--- src/hw/rtl/isc_pkg.sv ---
// Shared types and constants for the image scaler.
// Used by every module of the block but isc_ram; depends on nothing.
package isc_pkg;

  localparam int CHAN_W    = 16;  // Q8.8 colour channel
  localparam int SUM_W     = 20;  // block sum of up to sixteen channels
  localparam int COORD_W   = 14;  // result coordinate
  localparam int ROW_W     = 11;  // input row counter
  localparam int CFG_DIM_W = 12;  // width and height registers
  localparam int FACT_W    = 4;   // up factor register
  localparam int CNT_W     = 3;   // copy counter inside one pixel square
  localparam int MODE_W    = 2;
  localparam int CFG_IDX_W = 2;

  localparam logic [CFG_DIM_W-1:0] ROW_LIMIT     = 12'd2048;
  localparam logic [FACT_W-1:0]    MAX_UP_FACTOR = 4'd8;

  // Register indexes on the configuration port.
  localparam logic [CFG_IDX_W-1:0] REG_SCALE_MODE   = 2'd0;
  localparam logic [CFG_IDX_W-1:0] REG_UP_FACTOR    = 2'd1;
  localparam logic [CFG_IDX_W-1:0] REG_IMAGE_WIDTH  = 2'd2;
  localparam logic [CFG_IDX_W-1:0] REG_IMAGE_HEIGHT = 2'd3;

  // Scale mode codes.
  localparam logic [MODE_W-1:0] MODE_HALF    = 2'd0;
  localparam logic [MODE_W-1:0] MODE_QUARTER = 2'd1;
  localparam logic [MODE_W-1:0] MODE_UP      = 2'd2;

  localparam logic [MODE_W-1:0]    RST_SCALE_MODE   = MODE_HALF;
  localparam logic [FACT_W-1:0]    RST_UP_FACTOR    = 4'd2;
  localparam logic [CFG_DIM_W-1:0] RST_IMAGE_WIDTH  = 12'd640;
  localparam logic [CFG_DIM_W-1:0] RST_IMAGE_HEIGHT = 12'd480;

  // One result square handed from the line-sum stage to the output sequencer.
  typedef struct packed {
    logic [COORD_W-1:0] x;
    logic [COORD_W-1:0] y;
    logic [CHAN_W-1:0]  red;
    logic [CHAN_W-1:0]  green;
    logic [CHAN_W-1:0]  blue;
    logic [CNT_W-1:0]   fm1;  // copies per side minus one
  } res_t;

endpackage

--- src/hw/rtl/isc_emit.sv ---
// Output sequencer: registers each result and walks the copy square of an
// upscaled pixel row by row. Uses isc_pkg.
module isc_emit (
  input  logic                          clk,
  input  logic                          rst,
  input  logic                          res_valid,
  output logic                          res_ready,
  input  isc_pkg::res_t                 res,
  output logic                          out_valid,
  input  logic                          out_ready,
  output logic [isc_pkg::COORD_W-1:0]   out_x,
  output logic [isc_pkg::COORD_W-1:0]   out_y,
  output logic [isc_pkg::CHAN_W-1:0]    out_red,
  output logic [isc_pkg::CHAN_W-1:0]    out_green,
  output logic [isc_pkg::CHAN_W-1:0]    out_blue,
  output logic                          out_last
);
  import isc_pkg::*;

  logic [COORD_W-1:0] base_x;
  logic [CNT_W-1:0]   ii;
  logic [CNT_W-1:0]   jj;
  logic [CNT_W-1:0]   fm1;
  logic [CNT_W-1:0]   ii_next;
  logic [CNT_W-1:0]   jj_next;
  logic               load;
  logic               step;

  assign res_ready = !out_valid || (out_ready && out_last);
  assign load      = res_valid && res_ready;
  assign step      = out_valid && out_ready && !out_last;

  always_comb begin
    if (ii == fm1) begin
      ii_next = '0;
      jj_next = jj + CNT_W'(1);
    end else begin
      ii_next = ii + CNT_W'(1);
      jj_next = jj;
    end
  end

  always_ff @(posedge clk) begin
    if (rst) begin
      out_valid <= 1'b0;
    end else if (load) begin
      out_valid <= 1'b1;
    end else if (out_ready && out_last) begin
      out_valid <= 1'b0;
    end
  end

  always_ff @(posedge clk) begin
    if (load) begin
      out_x     <= res.x;
      out_y     <= res.y;
      base_x    <= res.x;
      out_red   <= res.red;
      out_green <= res.green;
      out_blue  <= res.blue;
      fm1       <= res.fm1;
      ii        <= '0;
      jj        <= '0;
      out_last  <= (res.fm1 == '0);
    end else if (step) begin
      ii       <= ii_next;
      jj       <= jj_next;
      out_last <= (ii_next == fm1) && (jj_next == fm1);
      if (ii == fm1) begin
        out_x <= base_x;
        out_y <= out_y + COORD_W'(1);
      end else begin
        out_x <= out_x + COORD_W'(1);
      end
    end
  end

endmodule

--- config.mk ---
export PLATFORM = sky130hd
export DESIGN_NAME = isc_emit
export DESIGN_NICKNAME = d
export VERILOG_FILES = /design/src/hw/rtl/isc_pkg.sv /design/src/hw/rtl/isc_emit.sv
export SDC_FILE = /design/constraint.sdc
export NUM_CORES = 1
export LEC_CHECK = 0
export ABC_AREA = 1
export BUFFER_PORTS_ARGS = -buffer_cell sky130_fd_sc_hd__clkbuf_2
export CORE_MARGIN = 8
export CORE_UTILIZATION = 36
export CTS_BUF_LIST = sky130_fd_sc_hd__clkbuf_4
export CTS_CLUSTER_SIZE = 30
export DETAILED_ROUTE_END_ITERATION = 10
export PLACE_DENSITY_LB_ADDON = 0.25
export SLEW_MARGIN = 30
export SYNTH_ARGS = -nofsm -noshare
export SYNTH_HDL_FRONTEND = slang
export SYNTH_SLANG_ARGS = --single-unit
--- constraint.sdc ---
create_clock -name clk -period 1.8 [get_ports clk]
set_input_delay 0.18 -clock clk [delete_from_list [all_inputs] [get_ports clk]]
set_output_delay 0.18 -clock clk [all_outputs]
set_load 0.005 [all_outputs]
==> results.cfg, run 1 <==
[place]
postPlaceCellArea_um2 = 5385
dp_cells = 683
routabilityCongestion = 0.7921
dp_slack_ns = 0.1091
dp_hpwl_um = 8394
io_buffers = 161

[sta]
finalCriticalPeriod_ns = 1.724
tns_ns = 0
fin_skew_ns = 0.02045
fin_hold_ws_ns = 0.05637
finalWorstSetupSlack_ns = 0.07623
drv_slew = 0
period_share = 0.9576
tightest_slew_ns = 0.3278
max-slew-margin-rel = 0.7798
hold_viol = 0
setup_violations = 0
fmax_mhz = 580.1

[critical_path]
critical_path_required_ns = 2.01
setup.worst_path.start_class = flip-flop
critical_path_class = reg2reg
cp-end-kind = flip-flop
arrival_ns = 1.93
crit_fanout = 14

[finish]
multiInputGateArea_um2 = 1192
final_area_um2 = 6351
fill_cells = 1028
postLayoutCoreUtil = 0.5377
stdcell_count = 784
nNetsFinal = 718
seqCellArea_um2 = 2963
syn_to_final_growth_pct = 47.73
drive_above_1_share = 0.3428

[cts]
cts_buffers = 9
path_clk_slew_ns = 0.17
cts_tree = yes
h-tree-depth = 3
clk_latency_ns = 0.48
cts_root_buf = clkbuf_4
clockBufferDepth = 2
clkSinkCount = 101

[synthesis]
yosysMostFrequentCell = edfxtp_1
ys_ff_latch = 101
yosys.area.top_type_share = 0.6566
synthTopCellsByArea = edfxtp_1, nand2_1, dfxtp_1
synth_common_cells = edfxtp_1, nand2_1, nor2_1
synth_compound_area_frac = 0.06141
muxShareOfSynthArea = 0
synth_xor_area_frac = 0.02445
async_flop_share = 0
yosysWarnings = 0
synth_top_family_by_area = simple AND/OR/NAND/NOR gates
synth_area_um2 = 4299
synth_cell_types = 31
synth_edf_count = 94
synthSimpleGateAreaFrac = 0.1775
syn_nets = 458
synth_fa_ha_area_frac = 0.01164
syn_inst = 371
synth_ff_type = edfxtp_1
avgSynthCellArea_um2 = 11.59
ys_seq_area_frac = 0.6892
yosysTopAreaCell = edfxtp_1

[die]
die_area_um2 = 15700
start_util = 0.3640
die_w_um = 125.3
fp.coreArea_um2 = 11810
rows = 40
io_pins = 162
die_h_um = 125.3

[drt]
drc_errors = 0
drt_iter0_markers = 207
finalWirelength_um = 12150
vias_per_cell = 4.584
drt_first_pass_iters = 4
vias = 3594
drtAntennaViolNets = 0
avgRoutedWirePerCell_um = 15.49

[power_and_ir_drop]
p_per_area_nw_per_um2 = 785.9
p_int_mw = 3.577
vdd_drop_max_uv = 564.1
p_seq_frac = 0.587
pwr-share-clk = 0.226
power.leakage_nw = 2.782
power_mw = 4.992
power.switching_mw = 1.414
swShare = 0.2833
comb_power_share = 0.187

[status]
status = finished, final reports clean

[global_routing]
antenna_found_initial = 1
overflow = 0
grt_usage = 0.1584
met2_usage = 0.2637
grtUsageMet1 = 0.1602
grt_max_degree = 45
top_usage_layer = met2
grtUsageMet3 = 0.08755
first_global_vias = 3888
grt_pass1_wl_um = 19600

[hold_path]
min_path_type = in2reg

[run]
maxCapViolCount = 0
[critical path: stages (launching register included)]
cell	delay (ns)
edfxtp_1	0.46
inv_1	0.08
nand2_1	0.05
nand2_1	0.14
nand3_4	0.18
nor2_2	0.17
inv_1	0.07
nand2_1	0.12
buf_12	0.16
[worst paths after layout]
path                 from   endpoint  slack, ns  cells after the start
setup / recovery   fm1[1]   out_y[0]       0.08                      8
hold / removal    res[63]  out_y[12]       0.06                      3
setup reg to reg   fm1[1]   out_y[0]       0.08                      8
hold reg to reg     jj[0]      jj[0]       0.52                      1
[power by group through the flow]
| stage | clock network [mW] | registers, mW | logic (mW) |
|---|---|---|---|
| 4_1_cts | 1.18 | 2.93 | 0.923 |
| 3_3_place_gp | 0 | 2.97 | 0.770 |
| 2_1_floorplan | 0 | 2.98 | 0.370 |
| 6_report | 1.13 | 2.93 | 0.934 |
| 5_1_grt | 1.26 | 2.96 | 1.05 |
| 3_5_place_dp | 0 | 2.98 | 0.783 |
[metal layers]
| metal | vias up | part of all wire |
|---|---|---|
| li1 | 1814 | - |
| met1 | 1641 | 0.39 |
| met2 | 124 | 0.47 |
| met3 | 15 | 0.12 |
| met4 | 0 | 0.017 |
| met5 | - | 0 |
[final cells by class]
class                           instances  share of cell area
Multi-Input combinational cell        234              0.1877
Timing Repair Buffer                  258              0.2805
Clock inverter                          7            0.009062
Sequential cell                       101              0.4665
Inverter                               27             0.01615
Clock buffer                            9             0.01064
Tap cell                              147             0.02896
Antenna cell                            1           0.0003940
[what timing repair did]
item,4_1_cts,5_1_grt
setup endpoints to repair,0,19
endpoints found under the hold margin,90,0
gates resized for setup,0,4
hold buffers,79,0
setup buffers,0,5
[registers in the layout (all words and copies together), names as in the netlist]
| name | cells |
|---|---|
| out_x | 14 |
| fm1 | 3 |
| jj | 3 |
| base_x | 14 |
| out_blue | 16 |
| out_red | 16 |
| out_valid | 1 |
| ii | 3 |
| out_y | 14 |
| out_last | 1 |
| out_green | 16 |
[logic make-up (layout without fill, tap and decap cells)]
kind of cell    after synthesis  count (layout)
buf+inv                      36             301
simple gates                168             168
fa+ha+maj                     4               4
other cells                   0               1
xor+xnor                     12              12
flops                       101             101
compound gates               50              50
[placed cells by master, fill, tap and decap left out, types with 4 or more instances in the layout]
cell type        n
a21oi_1         19
nor2_2           4
xor2_1           8
ha_1             4
o21ai_0         22
clkbuf_4         9
inv_1           24
nand4_1          5
clkbuf_2       161
dlygate4sd3_1   79
nand3_1         24
dfxtp_1          7
xnor2_1          4
nor2_1          27
edfxtp_1        94
buf_4           14
nand2_1         87
nand2_2          5
buf_12           4
No activity file was read; power rests on OpenSTA's default activity.
==> run 2, diff against run 1 <==
Settings changed: ABC_CLOCK_PERIOD_IN_PS set to 1800, PLACE_DENSITY_LB_ADDON 0.25 to unset.
==> results.cfg, run 2 (synthesis gave the netlist of run 1 again) <==
[drt]
drc_errors = 0
avgRoutedWirePerCell_um = 15.13
vias = 3616
drtAntennaViolNets = 0
finalWirelength_um = 11860
drt_iter0_markers = 202
vias_per_cell = 4.612
drt_first_pass_iters = 4

[critical_path]
critical_path_required_ns = 2.04
path_delay_family = simple AND/OR/NAND/NOR gates
critical_path_class = reg2reg
max_stage_delay_ns = 0.43
cp-end-kind = flip-flop
path_cells = ha_1 > nand2_1 > nor3_2 > nand2_1 > nor2_4 > nand3_1 > nand2_1 > o21ai_1
slowest_stage = edfxtp_1
crit_fanout = 5
arrival_ns = 1.91
setup.worst_path.start_class = flip-flop
crit_buf_inv = 0
cp_common_cell = nand2_1

[sta]
rsz0062_at_grt = true
setup_violations = 0
hold_viol = 0
period_share = 0.9284
finalCriticalPeriod_ns = 1.671
tightest_slew_ns = 0.3218
drv_slew = 0
max-slew-margin-rel = 0.7838
fin_skew_ns = 0.01647
fin_hold_ws_ns = 0.04762
tns_ns = 0
fmax_mhz = 598.4

[power_and_ir_drop]
vdd_drop_max_uv = 552.1
comb_power_share = 0.194
p_per_area_nw_per_um2 = 774.0
pwr-share-clk = 0.212
power.leakage_nw = 2.783
power.switching_mw = 1.341
p_int_mw = 3.580
p_seq_frac = 0.594
swShare = 0.2725

[place]
dp_hpwl_um = 8080
routabilityCongestion = 0.7918
io_buffers = 161

[cts]
h-tree-depth = 3
clk_latency_ns = 0.47
clkSinkCount = 101
cts_buffers = 9
path_clk_slew_ns = 0.15
clockBufferDepth = 2
cts_root_buf = clkbuf_4
cts_tree = yes

[global_routing]
grt_max_degree = 57
antenna_found_initial = 1
overflow = 0
grt_usage = 0.1533
grt_pass1_wl_um = 19080
first_global_vias = 3929

[die]
start_util = 0.3640
die_w_um = 125.3
die_h_um = 125.3
rows = 40
fp.coreArea_um2 = 11810
io_pins = 162
die_area_um2 = 15700

[finish]
fill_cells = 1050
drive_above_1_share = 0.3412
nNetsFinal = 718
multiInputGateArea_um2 = 1187
syn_to_final_growth_pct = 47.90
postLayoutCoreUtil = 0.5383
seqCellArea_um2 = 2963
final_common_cell = clkbuf_2
top_regs = out_blue x16, out_green x16, out_red x16
layout_common_cells = clkbuf_2, edfxtp_1, nand2_1, dlygate4sd3_1, nor2_1

[status]
status = finished, final reports clean

[hold_path]
min_path_type = in2reg

[run]
maxCapViolCount = 0
-- run 2: changes by cell type in the layout (fill, tap and decap cells not counted), sizes merged --
cell / previous run / this run
inv: 29 / 27
clkinvlp: 1 / 2
clkbuf: 170 / 171
-- run 2: tightest hold or removal path, delay by kind of cell --
kind / cells / cell delay (ns)
AO/OA/AOI/OAI: 1 / 0.12
buffers and inverters: 1 / 0.08
AND/OR/NAND/NOR: 1 / 0.03
-- run 2: per-layer routing --
metal / global-route usage / vias to the layer above / wire [um] / share of wire
met1: 0.1504 / 1659 / 4558 / 0.38
li1: - / 1812 / - / -
met3: 0.07565 / 18 / 1194 / 0.10
met2: 0.2659 / 127 / 5856 / 0.49
met5: 0 / - / 0 / 0
met4: 0.07307 / 0 / 253 / 0.021
-- run 2: final timing paths --
check / cells past startpoint / from / end / slack (ns)
setup / recovery: 8 / out_y[0] / out_y[10] / 0.13
hold / removal: 3 / res[63] / out_y[12] / 0.05
setup reg to reg: 8 / out_y[0] / out_y[10] / 0.13
hold reg to reg: 2 / ii[0] / ii[0] / 0.52
-- run 2: final cells by class --
class	instances	area share
tap	147	0.02893
timing repair buffer	258	0.2841
antenna	1	0.0003935
clock buffer	10	0.01181
clock inverter	6	0.005903
sequential	101	0.4660
inverter	27	0.01614
multi-input combinational	234	0.1867
-- run 2: power by group through the flow --
stage	Combinational, mW	Clock, mW	Sequential [mW]
finish	0.956	1.04	2.92
global route	1.06	1.18	2.95
CTS	0.931	1.10	2.93
detailed placement	0.792	0	2.98
global placement	0.774	0	2.97
floorplan	0.370	0	2.98
-- run 2: metrics by stage --
step	area, um2	setup slack [ns]	std cells	power (mW)
3_3_place_gp	5388	0.1818	680	3.745
2_1_floorplan	4302	0.04015	371	3.348
6_report	6359	0.1289	784	4.921
3_5_place_dp	5388	0.05649	680	3.775
4_1_cts	6291	0.02923	775	4.961
5_1_grt	6359	-0.04197	784	5.195
-- run 2: repair_timing --
| item | 4_1_cts | 5_1_grt |
|---|---|---|
| buffers inserted | 0 | 8 |
| endpoints found under the setup margin | 0 | 5 |
| hold buffers | 79 | 0 |
| endpoints found under the hold margin | 85 | 0 |
| resized for setup | 0 | 4 |
==> run 3, diff against run 2 <==
Settings changed: ABC_AREA 1 to unset, CORE_UTILIZATION 36 to 46, PLACE_DENSITY set to 0.79.
==> results.cfg, run 3 <==
[global_routing]
grt_max_degree = 44
grt_usage = 0.2032
antenna_found_initial = 0
first_global_vias = 3834
grt_pass1_wl_um = 20120
overflow = 0

[power_and_ir_drop]
p_int_mw = 3.544
p_per_area_nw_per_um2 = 782.2
power.leakage_nw = 2.578
swShare = 0.2776
p_seq_frac = 0.592
power_mw = 4.905
power.switching_mw = 1.362
comb_power_share = 0.180
pwr-share-clk = 0.229
vdd_drop_max_uv = 647.1

[synthesis]
yosysMostFrequentCell = edfxtp_1
syn_inst = 312
avgSynthCellArea_um2 = 13.53
syn_nets = 399
synth_ff_type = edfxtp_1
synth_edf_count = 94
yosysWarnings = 0
ys_ff_latch = 101
synth_cell_types = 41
synth_common_cells = edfxtp_1, nand2_1, o21ai_0
yosys.area.top_type_share = 0.6684
synthTopCellsByArea = edfxtp_1, xnor2_1, o21ai_0
synth_area_um2 = 4223
async_flop_share = 0
ys_seq_area_frac = 0.7016
yosysTopAreaCell = edfxtp_1

[critical_path]
arrival_ns = 2.02
crit_fanout = 9
critical_path_required_ns = 2.01
path_cells = xnor2_4 > nand3_1 > buf_6 > or3_1 > o21ai_0 > a21oi_1
setup.worst_path.start_class = flip-flop
max_stage_delay_ns = 0.52
slowest_stage = edfxtp_1
critical_path_class = reg2reg
cp-end-kind = flip-flop

[drt]
finalWirelength_um = 12960
drt_first_pass_iters = 5
drt_iter0_markers = 292
drc_errors = 0
drtAntennaViolNets = 0
vias_per_cell = 5.194
vias = 3579
avgRoutedWirePerCell_um = 18.80

[hold_path]
min_path_type = in2reg

[cts]
cts_tree = yes
cts_buffers = 9
clockBufferDepth = 2
path_clk_slew_ns = 0.16
clk_latency_ns = 0.45
clkSinkCount = 101
h-tree-depth = 3
cts_root_buf = clkbuf_4

[finish]
final_common_cell = clkbuf_2
multiInputGateArea_um2 = 1207
stdcell_count = 689
fill_cells = 588
nNetsFinal = 661
top_regs = out_blue x16, out_green x16, out_red x16
layout_common_cells = clkbuf_2, edfxtp_1, dlygate4sd3_1, nand2_1, o21ai_0
seqCellArea_um2 = 2963
drive_above_1_share = 0.3651
syn_to_final_growth_pct = 48.50
diodes = 0

[sta]
max-slew-margin-rel = 0.6434
tns_ns = -0.01162
drv_slew = 0
tightest_slew_ns = 0.5349
fin_skew_ns = 0.02771
fmax_mhz = 553.2
setup_violations = 2
rsz0062_at_grt = true
hold_viol = 0
period_share = 1.004
finalWorstSetupSlack_ns = -0.007723
finalCriticalPeriod_ns = 1.808

[die]
die_h_um = 111.8
die_area_um2 = 12500
start_util = 0.4658
fp.coreArea_um2 = 9065
rows = 35
io_pins = 162
die_w_um = 111.8

[place]
dp_hpwl_um = 8360
io_buffers = 161
routabilityCongestion = 0.8599
dp_cells = 594
dp_slack_ns = 0.01001

[status]
status = finished, violations left
violations = negative setup slack

[run]
maxCapViolCount = 0
-- run 3: cell count changes in the layout (fill, tap and decap cells not counted), sizes merged, moves of 5 or more --
cell	previous run	this run
a21oi	20	14
and3	0	7
buf	18	24
inv	27	7
nand2	92	36
nand3	27	12
nor2	34	17
o21ai	24	31
or3	0	5
xnor2	4	20
-- run 3: layout make-up --
type | instances | area share
clock buffers | 9 | 0.01077
clock inverters | 6 | 0.009777
inverters | 6 | 0.003990
multi-input cells | 193 | 0.1925
flip-flops and latches | 101 | 0.4725
well taps | 111 | 0.02215
repair buffers | 263 | 0.2883
-- run 3: worst paths after layout --
| path | slack [ns] | end | start | cells past startpoint |
|---|---|---|---|---|
| worst max-delay path | -0.008 | out_x[12] | fm1[2] | 6 |
| worst max register to register | -0.008 | out_x[12] | fm1[2] | 6 |
| worst min register to register | 0.51 | jj[2] | jj[2] | 1 |
| worst min-delay path | 0.04 | out_y[2] | res[53] | 3 |
-- run 3: repair_timing --
action / CTS / global route
hold endpoints to repair: 78 / 0
gates resized for setup: 1 / 7
pin swaps: 0 / 3
buffers inserted: 0 / 2
setup endpoints to repair: 3 / 19
hold buffers: 78 / 0
-- run 3: stage by stage --
step	area, um2	utilization	hold slack, ns
after floorplan	4244	-	0.2491
after global placement	5316	0.5865	0.3345
after detailed placement	5316	0.5865	0.3435
after CTS	6237	0.6881	0.008562
after global routing	6271	0.6918	0.04778
final	6271	0.6918	0.04170
-- run 3: power groups by stage --
stage / Sequential [mW] / Combinational (mW) / Clock, mW
floorplan: 2.95 / 0.309 / 0
global placement: 2.94 / 0.697 / 0
detailed placement: 2.94 / 0.720 / 0
CTS: 2.89 / 0.858 / 1.12
global route: 2.92 / 0.965 / 1.23
finish: 2.90 / 0.882 / 1.12
-- run 3: metal layers --
metal	up-vias	part of all wire	global-route usage
met5	-	0	0
met4	0	0.010	0.04649
met3	13	0.10	0.08496
met2	172	0.53	0.3631
met1	1707	0.36	0.2180
li1	1687	-	-
-- run 3: kinds of logic after synthesis --
family,after synthesis,share of synthesized area
mux,1,0.002370
flops,101,0.7016
simple gates,99,0.1141
compound gates,58,0.08119
fa+ha+maj,4,0.01185
buf+inv,18,0.02104
xor+xnor,31,0.06785
-- run 3: worst max-delay path, delay by kind of cell (launching register included) --
kind,cells,cell delay (ns)
XOR/XNOR,1,0.29
AO/OA/AOI/OAI,2,0.15
buffers and inverters,1,0.17
flip-flops,1,0.52
AND/OR/NAND/NOR,2,0.44
